## src/rtl/core/gnd_pkg.sv

```systemverilog
// Shared types, constants and window helpers for the grid neighbourhood diff block.
`default_nettype none

package gnd_pkg;

    localparam int COORD_W       = 6;
    localparam int FIELD_LIMIT   = 64;
    localparam int DEF_GRID_COLS = 64;
    localparam int DEF_GRID_ROWS = 64;
    localparam int WIN_SLOTS     = 9;
    localparam int NUM_SLOTS     = 2 * WIN_SLOTS;
    localparam int SLOT_W        = 5;
    localparam int IN_DATA_W     = 24;
    localparam int OUT_DATA_W    = 16;

    typedef logic [COORD_W-1:0]        t_coord;
    typedef logic signed [COORD_W+1:0] t_scoord;
    typedef logic [NUM_SLOTS-1:0]      t_slot_mask;
    typedef logic [3:0]                t_win_slot;

    typedef enum logic {
        KIND_REMOVE = 1'b0,
        KIND_ADD    = 1'b1
    } t_kind;

    typedef struct packed {
        logic   old_valid;
        t_coord old_x;
        t_coord old_y;
        t_coord cur_x;
        t_coord cur_y;
    } t_req;

    // base + off - 1, off in 0..2
    function automatic t_scoord nbr_coord(t_coord base, logic [1:0] off);
        t_scoord b;
        t_scoord o;
        b = t_scoord'({2'b00, base});
        o = t_scoord'({6'b000000, off});
        return b + o - t_scoord'(1);
    endfunction

    function automatic logic [1:0] slot_row(t_win_slot slot);
        logic [1:0] r;
        unique case (slot)
            4'd0, 4'd1, 4'd2: r = 2'd0;
            4'd3, 4'd4, 4'd5: r = 2'd1;
            4'd6, 4'd7, 4'd8: r = 2'd2;
            default:          r = 2'd0;
        endcase
        return r;
    endfunction

    function automatic logic [1:0] slot_col(t_win_slot slot);
        logic [1:0] c;
        unique case (slot)
            4'd0, 4'd3, 4'd6: c = 2'd0;
            4'd1, 4'd4, 4'd7: c = 2'd1;
            4'd2, 4'd5, 4'd8: c = 2'd2;
            default:          c = 2'd0;
        endcase
        return c;
    endfunction

endpackage

`default_nettype wire

```

## src/rtl/core/gnd_mask.sv

```systemverilog
// Slot mask of removed and added cells for one request.
`default_nettype none

module gnd_mask #(
    parameter int GRID_COLS = gnd_pkg::DEF_GRID_COLS,
    parameter int GRID_ROWS = gnd_pkg::DEF_GRID_ROWS
) (
    input  gnd_pkg::t_req       i_req,
    output gnd_pkg::t_slot_mask o_mask
);
    import gnd_pkg::*;

    localparam int LIM_COLS = (GRID_COLS < FIELD_LIMIT) ? GRID_COLS : FIELD_LIMIT;
    localparam int LIM_ROWS = (GRID_ROWS < FIELD_LIMIT) ? GRID_ROWS : FIELD_LIMIT;

    // cell of window A at slot, inside grid and not covered by window B
    function automatic logic slot_hit(logic va, t_coord ax, t_coord ay,
                                      logic vb, t_coord bx, t_coord by,
                                      t_win_slot slot);
        t_scoord x;
        t_scoord y;
        t_scoord dx;
        t_scoord dy;
        logic    in_grid;
        logic    in_b;
        x = nbr_coord(ax, slot_col(slot));
        y = nbr_coord(ay, slot_row(slot));
        in_grid = (x >= t_scoord'(0)) && (x < t_scoord'(LIM_COLS))
               && (y >= t_scoord'(0)) && (y < t_scoord'(LIM_ROWS));
        dx = x - t_scoord'({2'b00, bx});
        dy = y - t_scoord'({2'b00, by});
        in_b = vb && (dx >= -t_scoord'(1)) && (dx <= t_scoord'(1))
                  && (dy >= -t_scoord'(1)) && (dy <= t_scoord'(1));
        return va && in_grid && !in_b;
    endfunction

    always_comb begin
        o_mask = '0;
        for (int s = 0; s < WIN_SLOTS; s++) begin
            o_mask[s] = slot_hit(i_req.old_valid, i_req.old_x, i_req.old_y,
                                 1'b1, i_req.cur_x, i_req.cur_y, t_win_slot'(s));
            o_mask[s + WIN_SLOTS] = slot_hit(1'b1, i_req.cur_x, i_req.cur_y,
                                             i_req.old_valid, i_req.old_x, i_req.old_y,
                                             t_win_slot'(s));
        end
    end

endmodule

`default_nettype wire

```

## src/rtl/core/grid_neighbourhood_diff.sv

```systemverilog
// Top level: 3x3 area-of-interest difference between an old and a current grid cell.
`default_nettype none

// A request carries an old cell (tuser = old cell valid) and a current cell. The block
// answers with the cells leaving view (tuser = 0) in row-major order of the old window,
// then the cells entering view (tuser = 1) in row-major order of the current window,
// windows being 3x3 and clipped to the grid; tlast marks the final one. A request's
// results (0 to 18 of them) leave one per cycle while the receiver holds tready high,
// from a single output register, and the next request is taken in the cycle its
// predecessor's last result moves to that register. Requests that yield nothing are
// taken every cycle. No results come out for an unchanged valid cell.

module grid_neighbourhood_diff #(
    parameter int GRID_COLS = gnd_pkg::DEF_GRID_COLS,
    parameter int GRID_ROWS = gnd_pkg::DEF_GRID_ROWS
) (
    input  wire logic                           i_clk,
    input  wire logic                           i_rst_n,
    input  wire logic                           i_s_tvalid,
    output logic                                o_s_tready,
    // tdata: old_x[5:0], old_y[11:6], cur_x[17:12], cur_y[23:18]
    input  wire logic [gnd_pkg::IN_DATA_W-1:0]  i_s_tdata,
    // tuser: old_valid
    input  wire logic                           i_s_tuser,
    output logic                                o_m_tvalid,
    input  wire logic                           i_m_tready,
    // tdata: cell_x[5:0], cell_y[11:6], zero[15:12]
    output logic [gnd_pkg::OUT_DATA_W-1:0]      o_m_tdata,
    // tuser: kind
    output logic                                o_m_tuser,
    output logic                                o_m_tlast
);
    import gnd_pkg::*;

    t_req       req_in;
    t_slot_mask new_mask;

    t_slot_mask r_mask;
    t_coord     r_ox, r_oy, r_cx, r_cy;

    logic       r_out_valid;
    t_kind      r_out_kind;
    t_coord     r_out_x, r_out_y;
    logic       r_out_last;

    t_slot_mask sel, rest;
    logic [SLOT_W-1:0] idx;
    t_win_slot  slot;
    t_kind      kind;
    t_coord     base_x, base_y;
    t_scoord    cell_x, cell_y;
    logic       busy, advance, accept;

    assign req_in.old_valid = i_s_tuser;
    assign req_in.old_x     = i_s_tdata[5:0];
    assign req_in.old_y     = i_s_tdata[11:6];
    assign req_in.cur_x     = i_s_tdata[17:12];
    assign req_in.cur_y     = i_s_tdata[23:18];

    gnd_mask #(
        .GRID_COLS (GRID_COLS),
        .GRID_ROWS (GRID_ROWS)
    ) u_mask (
        .i_req  (req_in),
        .o_mask (new_mask)
    );

    // lowest pending slot goes out next
    assign sel  = r_mask & (~r_mask + t_slot_mask'(1));
    assign rest = r_mask & ~sel;

    always_comb begin
        idx = '0;
        for (int i = 0; i < NUM_SLOTS; i++) begin
            if (sel[i]) begin
                idx = SLOT_W'(i);
            end
        end
    end

    always_comb begin
        if (idx >= SLOT_W'(WIN_SLOTS)) begin
            kind   = KIND_ADD;
            slot   = t_win_slot'(idx - SLOT_W'(WIN_SLOTS));
            base_x = r_cx;
            base_y = r_cy;
        end else begin
            kind   = KIND_REMOVE;
            slot   = t_win_slot'(idx);
            base_x = r_ox;
            base_y = r_oy;
        end
        cell_x = nbr_coord(base_x, slot_col(slot));
        cell_y = nbr_coord(base_y, slot_row(slot));
    end

    assign busy       = |r_mask;
    assign advance    = busy && (!r_out_valid || i_m_tready);
    assign o_s_tready = !busy || (advance && (rest == '0));
    assign accept     = i_s_tvalid && o_s_tready;

    always_ff @(posedge i_clk) begin
        if (!i_rst_n) begin
            r_mask      <= '0;
            r_out_valid <= 1'b0;
        end else begin
            if (accept) begin
                r_mask <= new_mask;
            end else if (advance) begin
                r_mask <= rest;
            end
            if (advance) begin
                r_out_valid <= 1'b1;
            end else if (i_m_tready) begin
                r_out_valid <= 1'b0;
            end
        end
    end

    always_ff @(posedge i_clk) begin
        if (accept) begin
            r_ox <= req_in.old_x;
            r_oy <= req_in.old_y;
            r_cx <= req_in.cur_x;
            r_cy <= req_in.cur_y;
        end
        if (advance) begin
            r_out_kind <= kind;
            r_out_x    <= cell_x[COORD_W-1:0];
            r_out_y    <= cell_y[COORD_W-1:0];
            r_out_last <= (rest == '0);
        end
    end

    assign o_m_tvalid = r_out_valid;
    assign o_m_tdata  = {{(OUT_DATA_W - 2 * COORD_W){1'b0}}, r_out_y, r_out_x};
    assign o_m_tuser  = r_out_kind;
    assign o_m_tlast  = r_out_last;

endmodule

`default_nettype wire

```

## config.mk

```make
export PLATFORM = sky130hd
export DESIGN_NAME = grid_neighbourhood_diff
export DESIGN_NICKNAME = d
export VERILOG_FILES = /design/src/rtl/core/gnd_pkg.sv /design/src/rtl/core/gnd_mask.sv /design/src/rtl/core/grid_neighbourhood_diff.sv
export SDC_FILE = /design/constraint.sdc
export NUM_CORES = 1
export LEC_CHECK = 0
export BUFFER_PORTS_ARGS = -buffer_cell sky130_fd_sc_hd__buf_2
export CORE_MARGIN = 1.5
export CORE_UTILIZATION = 50
export DETAILED_ROUTE_END_ITERATION = 6
export PLACE_DENSITY = 0.68
export SLEW_MARGIN = 0
export SYNTH_ARGS = -nofsm -noshare
export SYNTH_HDL_FRONTEND = slang
export SYNTH_HIERARCHICAL = 1
export SYNTH_SLANG_ARGS = --single-unit
```

## constraint.sdc

```tcl
create_clock -name i_clk -period 8.9 [get_ports i_clk]
set_input_delay 0.89 -clock i_clk [delete_from_list [all_inputs] [get_ports i_clk]]
set_output_delay 0.89 -clock i_clk [all_outputs]
set_load 0.02 [all_outputs]
```

==> run summary, run 1 <==
final layout net count = 1019
Syn Area/Cell = 8.72 µm²
Slew HR = 54.8%
Worst Skew = 5.93 ps
Starting Density = 51.0%
# fillers = 1380
total number of vias = 6254
dpl ws = 4350 ps
initial antenna violation count = 0
GRT overflow = 0
actual slew at the worst max-slew pin = 678 ps
status = complete, no violations
Die Y = 125 µm
Residual DRC = 0
Iter 0 DRT Violations = 475
kind of critical path = flip-flop to flip-flop
CP cell instances = nor4_2 -> nand4b_1 -> nand2b_1 -> o221ai_1 -> nor2_1 -> o311ai_2 -> inv_2 -> ha_1 -> nand2_1 -> o21ai_0 -> mux2i_1 -> ha_1 -> inv_1 -> ha_1 -> inv_1 -> fa_1 -> inv_1 -> a21o_1 -> a21oi_1 -> xnor2_1
Synthesis Warnings = 6
Worst EP arrival = 4650 ps
commonest cells after routing, fill and taps aside = 94 x ha_1, 69 x inv_1, 54 x a21oi_1
CTS Buf Count = 9
row count = 44
most common cell after layout, fill and taps aside = ha_1
Yosys top cell by area = ha_1
number of flops mapped to enable cells by yosys = 38
First-pass DRT Iterations = 5
flop-to-flop setup slack = 4320 ps
sequential share of the synthesized area = 20.6%
share of cells above drive strength 1 = 10.5%
Final HPWL DP = 14000 µm
GRT Util Overall = 23.4%
pwr dens = 393 nW/µm²
Synth top area share = 15.9%
worst hold path class = flip-flop to flip-flop
Placeable Area = 14500 µm²
synthesis-to-finish area growth = 7.74%
FF-to-FF End = r_out_x[5]
Slew Viols, Final = 0
die area = 15500 µm²
Syn Inst Count = 847
Antenna Cells = 0
count of cell types in the netlist = 84
I/O Pins = 49
Highest Clock Rate = 218 MHz
CP Launch Point = r_mask[0]
critical path peak fanout = 8
length in cells of the worst reg-to-reg path = 20
Die X-Extent = 125 µm
first-pass GRT wire length = 29600 µm
Critical Path RT = 8970 ps
Tmin final = 4580 ps
Port Buffers = 44
vias in the first global route = 5917
Root Driver = clkbuf_16
Longest Clk Path Bufs = 2
period utilization = 51.5%
setup TNS = 0 ps
Final WS setup = 4320 ps
worst hold start = r_mask[9]
synthesized area = 7390 µm²
DR WL/cell = 16.6 µm
Worst Setup EP = r_out_x[5]
slowest CP cell = nor4_2
Worst R2R Start = r_mask[0]
type of origin of the critical path = flip-flop
clk_lat worst skew = 330 ps
DR vias/cell = 5.84
clock-pin transition on the worst setup and hold timing paths = 50 ps
CTS tree = yes
H-Tree Level Count = 3
WL final = 17800 µm
setup bufs post-CTS = 0
Post-synth top flop = edfxtp_1
largest cells by area after synthesis = ha_1 16%, edfxtp_1 15%, xnor2_1 6.0%
Finish-stage setup viols = 0
max_cap viols = 0
max incr delay on CP = 620 ps
hold_buf cts = 0
largest net degree at the start of global routing = 21
Lkg Pwr = 3.51 nW
Resized Gates After CTS = 0
#FFs+latches synth = 57
Fin. Hold Viols = 0
unrepaired setup endpoints after global routing = false
Post-synth ARST share = 0%
GPL Wtd Cong = 0.873
CTS Sinks = 57
Peak VDD IR = 0.232 mV
Final ANT Viol Nets = 0
Setup crit end kind = flip-flop
[cell families after synthesis]
group	after synthesis	share of synthesized area, %
AND/OR/NAND/NOR	246	18.4
AO/OA/AOI/OAI	224	21.2
adder cells (fa/ha/maj)	110	20.0
buffers and inverters	95	5.74
XOR/XNOR	90	10.7
flip-flops	57	20.6
multiplexers	24	3.34
other	1	0.0508
[power by group]
group / switching (mW) / leakage [nW] / internal [mW]
Sequential: 0.0792 / 0.521 / 0.556
Clock: 0.119 / 0.130 / 0.185
Combinational: 1.24 / 2.86 / 0.952
[how the worst min path moves through the flow]
| stage | to | slack (ps) | depth (start not counted) |
|---|---|---|---|
| final | r_mask[9] | 550 | 2 |
| after global routing | r_mask[9] | 570 | 2 |
| after CTS | r_mask[9] | 550 | 2 |
| after detailed placement | r_mask[9] | 540 | 2 |
| after global placement | r_mask[9] | 530 | 2 |
| after floorplan | r_mask[9] | 480 | 2 |
[flip-flops by register name, indices dropped and copies added (netlist names)]
signal / count
o_m_tlast: 1
o_m_tuser: 1
o_m_tvalid: 1
r_cx: 6
r_cy: 6
r_mask: 18
r_out_x: 6
r_out_y: 6
r_ox: 6
r_oy: 6
[area by class of cell]
type	count	area, µm²	share of cell area (%)
flip-flops and latches	57	1520	19.1
clock buffers	11	233	2.92
multi-input cells	698	5450	68.5
repair buffers	46	235	2.96
clock inverters	5	23.8	0.299
well taps	184	230	2.89
inverters	70	263	3.30
[cells in the mapped netlist (all sizes together) (8+ instances only)]
| cell | count |
|---|---|
| o21bai | 14 |
| a211oi | 15 |
| mux2i | 19 |
| nand4 | 9 |
| a21oi | 56 |
| o21ai | 33 |
| fa | 14 |
| clkbuf | 9 |
| inv | 70 |
| nor2 | 53 |
| nand2b | 12 |
| edfxtp | 38 |
| nand2 | 42 |
| ha | 94 |
| a32o | 12 |
| xor2 | 39 |
| o21a | 17 |
| nor3 | 24 |
| xnor2 | 51 |
| dfxtp | 19 |
| a21o | 28 |
| o31a | 8 |
| or3 | 9 |
| nand3 | 32 |
| buf | 16 |
| nor2b | 13 |
[metrics by stage]
stage | hold slack (ps) | cells | total power, mW | util (%) | cell area (µm²)
3_3_place_gp | 527 | 1055 | 2.78 | 53.2 | 7700
2_1_floorplan | 481 | 850 | 2.38 | - | 7400
4_1_cts | 547 | 1071 | 3.15 | 55.0 | 7960
6_report | 549 | 1071 | 3.13 | 55.0 | 7960
5_1_grt | 565 | 1071 | 3.47 | 55.0 | 7960
3_5_place_dp | 537 | 1055 | 2.81 | 53.2 | 7700
[per-layer routing]
metal	share of wire, %	vias to the layer above	GRT usage (%)
li1	-	3153	-
met1	47	2919	31.7
met2	46	164	38.9
met3	5.1	18	3.69
met4	1.5	0	5.95
met5	0	-	0
[worst max-delay path, delay by kind of cell (launching register included)]
kind | cells | cell delay, ps
AOI/OAI and AO/OA | 5 | 890
xor gates and xnor gates | 1 | 120
adders and majority gates | 4 | 1020
buffers and inverters | 4 | 270
DFF | 1 | 380
muxes | 1 | 160
and+or+nand+nor | 5 | 1480
No activity file was read; power rests on OpenSTA's default activity.
==> run 2, diff against run 1 <==
ABC_AREA = 1   (was default)
clock period = 4.3 ns   (was 8.9 ns; I/O delays follow)
==> run 2 against run 1 <==
  * Register-to-register slack worse by 3700 ps
  * Critical path depth is 6 higher
  * Utilization rose by 0.58 points
  * Total power is 130% higher
  * First-iteration DRC count is 2.9% higher
  * Die area is 9.9% higher
  * Non-clock buffer count is 1 lower
  * Via count up 23%
  * Fmax increased by 23%
  * Clock power increased by 130%
==> run summary, run 2 <==
status = complete, no violations
Setup crit end kind = flip-flop
First-pass DRT Iterations = 5 (unchanged)
CTS tree = yes
number of flops mapped to enable cells by yosys = 38 (unchanged)
first-pass GRT wire length = 33400 µm (+13%)
count leader, synth = nand2_1
Root Driver = clkbuf_16
Post-synth top flop = edfxtp_1
length in cells of the worst reg-to-reg path = 26 (+30%)
H-Tree Level Count = 3 (unchanged)
Syn Area/Cell = 6.76 µm² (-22%)
GPL Wtd Cong = 0.920 (+5.4%)
type of origin of the critical path = flip-flop
unrepaired setup endpoints after global routing = false
Layout Cells excl Fill = 1467 (+37%)
initial antenna violation count = 0 (unchanged)
dpl cells = 1451 (+38%)
Peak VDD IR = 0.525 mV (+130%)
Largest register FFs = 18 (unchanged)
Final HPWL DP = 16200 µm (+16%)
Critical Path RT = 4390 ps (-4580 ps)
max incr delay on CP = 390 ps (-230 ps)
pwr dens = 798 nW/µm² (+100%)
largest cells by area after synthesis = ha_1 14%, edfxtp_1 14%, nand2_1 12%
Fin. Hold Viols = 0 (unchanged)
mux share of post-synthesis cell area = 0.492% (-2.8 points)
Tmin final = 3720 ps (-864 ps)
WL final = 20200 µm (+14%)
GRT Util Overall = 24.9% (+1.5 points)
CTS Buf Count = 9 (unchanged)
Slew HR = 35.8% (-19 points)
hold slack = 334 ps (-215 ps)
Placeable Area = 15900 µm² (+9.7%)
Post-synth top cells = 263 x nand2_1, 187 x inv_1, 119 x nand3_1, 94 x ha_1, 93 x nor2_1
flop-to-flop setup slack = 580 ps (-3740 ps)
Finish-stage setup viols = 0 (unchanged)
Highest Clock Rate = 269 MHz (+23%)
clk_lat worst skew = 340 ps (about the same)
setup bufs post-CTS = 0 (unchanged)
kind of cell adding the most delay to the critical path = simple AND/OR/NAND/NOR gates
Syn Inst Count = 1204 (+42%)
Die Y = 131 µm (+4.9%)
Resized Gates After CTS = 0 (unchanged)
most common cell after layout, fill and taps aside = nand2_1
Residual DRC = 0 (unchanged)
Worst R2R Start = r_mask[6]
Synth Area in XOR/XNOR = 8.29% (-2.4 points)
count of cell types in the netlist = 52 (-38%)
largest family of logic cells by synthesized area = simple AND/OR/NAND/NOR gates
total number of vias = 7721 (+23%)
critical path peak fanout = 5 (-3)
share of cells above drive strength 1 = 9.99% (-0.49 points)
fraction of the mapped netlist area in compound gates = 9.18% (-12 points)
Yosys top cell by area = ha_1
Iter 0 DRT Violations = 489 (+2.9%)
Antenna Cells = 0 (unchanged)
commonest cells after routing, fill and taps aside = 263 x nand2_1, 187 x inv_1, 119 x nand3_1
Starting Density = 51.2% (+0.23 points)
worst hold start = i_s_tdata[6]
final layout net count = 1383 (+36%)
worst hold path class = input port to flip-flop
Worst Skew = 6.36 ps (+0.422 ps)
Longest Clk Path Bufs = 2 (unchanged)
Worst EP arrival = 3810 ps (-840 ps)
Core Util, Final = 55.5% (+0.58 points)
Slew Viols, Final = 0 (unchanged)
largest net degree at the start of global routing = 38 (+81%)
Synthesis Warnings = 6 (unchanged)
DR vias/cell = 5.26 (-9.9%)
synthesized area = 8140 µm² (+10%)
actual slew at the worst max-slew pin = 960 ps (+283 ps)
Hold Crit Depth = 1 (-1)
Top reg by flops = r_mask
max_cap viols = 0 (unchanged)
DR WL/cell = 13.8 µm (-17%)
#FFs+latches synth = 57 (unchanged)
Synth Area in Adders = 17.9% (-2.1 points)
die area = 17100 µm² (+9.9%)
kind of critical path = flip-flop to flip-flop
FF-to-FF End = r_out_y[5]
synthesis-to-finish area growth = 8.41%
Die X-Extent = 131 µm (+4.9%)
hold_buf cts = 0 (unchanged)
Synth top area share = 14.5% (-1.5 points)
CTS Sinks = 57 (unchanged)
clock-pin transition on the worst setup and hold timing paths = 60 ps (about the same)
Port Buffers = 44 (unchanged)
worst path buffer plus inverter count = 5 (+1)
sequential share of the synthesized area = 18.7% (-1.9 points)
CP most frequent cell = nand2_1
Post-synth ARST share = 0% (unchanged)
vias in the first global route = 6903 (+17%)
I/O Pins = 49 (unchanged)
period utilization = 86.5% (+35 points)
slowest CP cell = fa_1
Final ANT Viol Nets = 0 (unchanged)
Hold EP = r_oy[0]
Post-Synth Simple-Gate Area = 34.6% (+16 points)
GRT overflow = 0 (unchanged)
Lkg Pwr = 4.66 nW (+33%)
row count = 46 (+4.5%)
setup TNS = 0 ps (unchanged)
==> run 2: routing by layer <==
metal / wire [µm] / track usage [%] / part of all wire [%] / vias up
met5: 0 / 0 / 0 / -
met4: 512 / 8.34 / 2.5 / 0
met3: 1100 / 3.30 / 5.4 / 37
met2: 9020 / 40.7 / 45 / 187
met1: 9590 / 33.9 / 47 / 3459
li1: - / - / - / 4038
==> run 2: metrics by stage <==
| stage | area [µm²] | setup slack [ps] | total power, mW |
|---|---|---|---|
| after floorplan | 8150 | 993 | 5.33 |
| after global placement | 8540 | 664 | 6.27 |
| after detailed placement | 8540 | 607 | 6.34 |
| after CTS | 8820 | 587 | 7.07 |
| after global routing | 8820 | 102 | 7.88 |
| final | 8820 | 582 | 7.04 |
==> run 2: power breakdown <==
group	switching, mW	total [mW]	internal, mW
clock	0.289	0.689	0.400
combinational	3.19	5.05	1.86
sequential	0.157	1.30	1.14
total	3.64	7.04	3.40
==> run 2: cells by family after synthesis <==
group                    Yosys count
XOR/XNOR                          77
flip-flops                        57
buffers and inverters            220
adder cells (fa/ha/maj)          108
AO/OA/AOI/OAI                    134
AND/OR/NAND/NOR                  603
other                              1
multiplexers                       4
==> run 2: worst register-to-register path: cells and delay by family (launching register included) <==
family / cells / cell delay [ps]
adders and majority gates: 4 / 970
DFF: 1 / 350
and+or+nand+nor: 16 / 1730
AOI/OAI and AO/OA: 1 / 90
buffers and inverters: 5 / 320
==> run 2: worst max path at each step <==
| stage | start | endpoint | slack (ps) | cells past startpoint |
|---|---|---|---|---|
| floorplan | r_mask[0] | r_out_x[5] | 990 | 27 |
| detailed placement | r_mask[6] | r_out_y[5] | 610 | 26 |
| global placement | r_mask[6] | r_out_x[5] | 660 | 26 |
| CTS | r_mask[6] | r_out_y[5] | 590 | 26 |
| global route | r_mask[5] | r_out_y[5] | 100 | 26 |
| finish | r_mask[6] | r_out_y[5] | 580 | 26 |
==> run 2: area by class of cell <==
cell class / instances / area [µm²]
Fill cell: 1636 / 7060
Inverter: 203 / 764
Clock buffer: 9 / 225
Multi-Input combinational cell: 930 / 5750
Timing Repair Buffer: 45 / 228
Tap cell: 216 / 270
Sequential cell: 57 / 1520
Clock inverter: 7 / 62.6
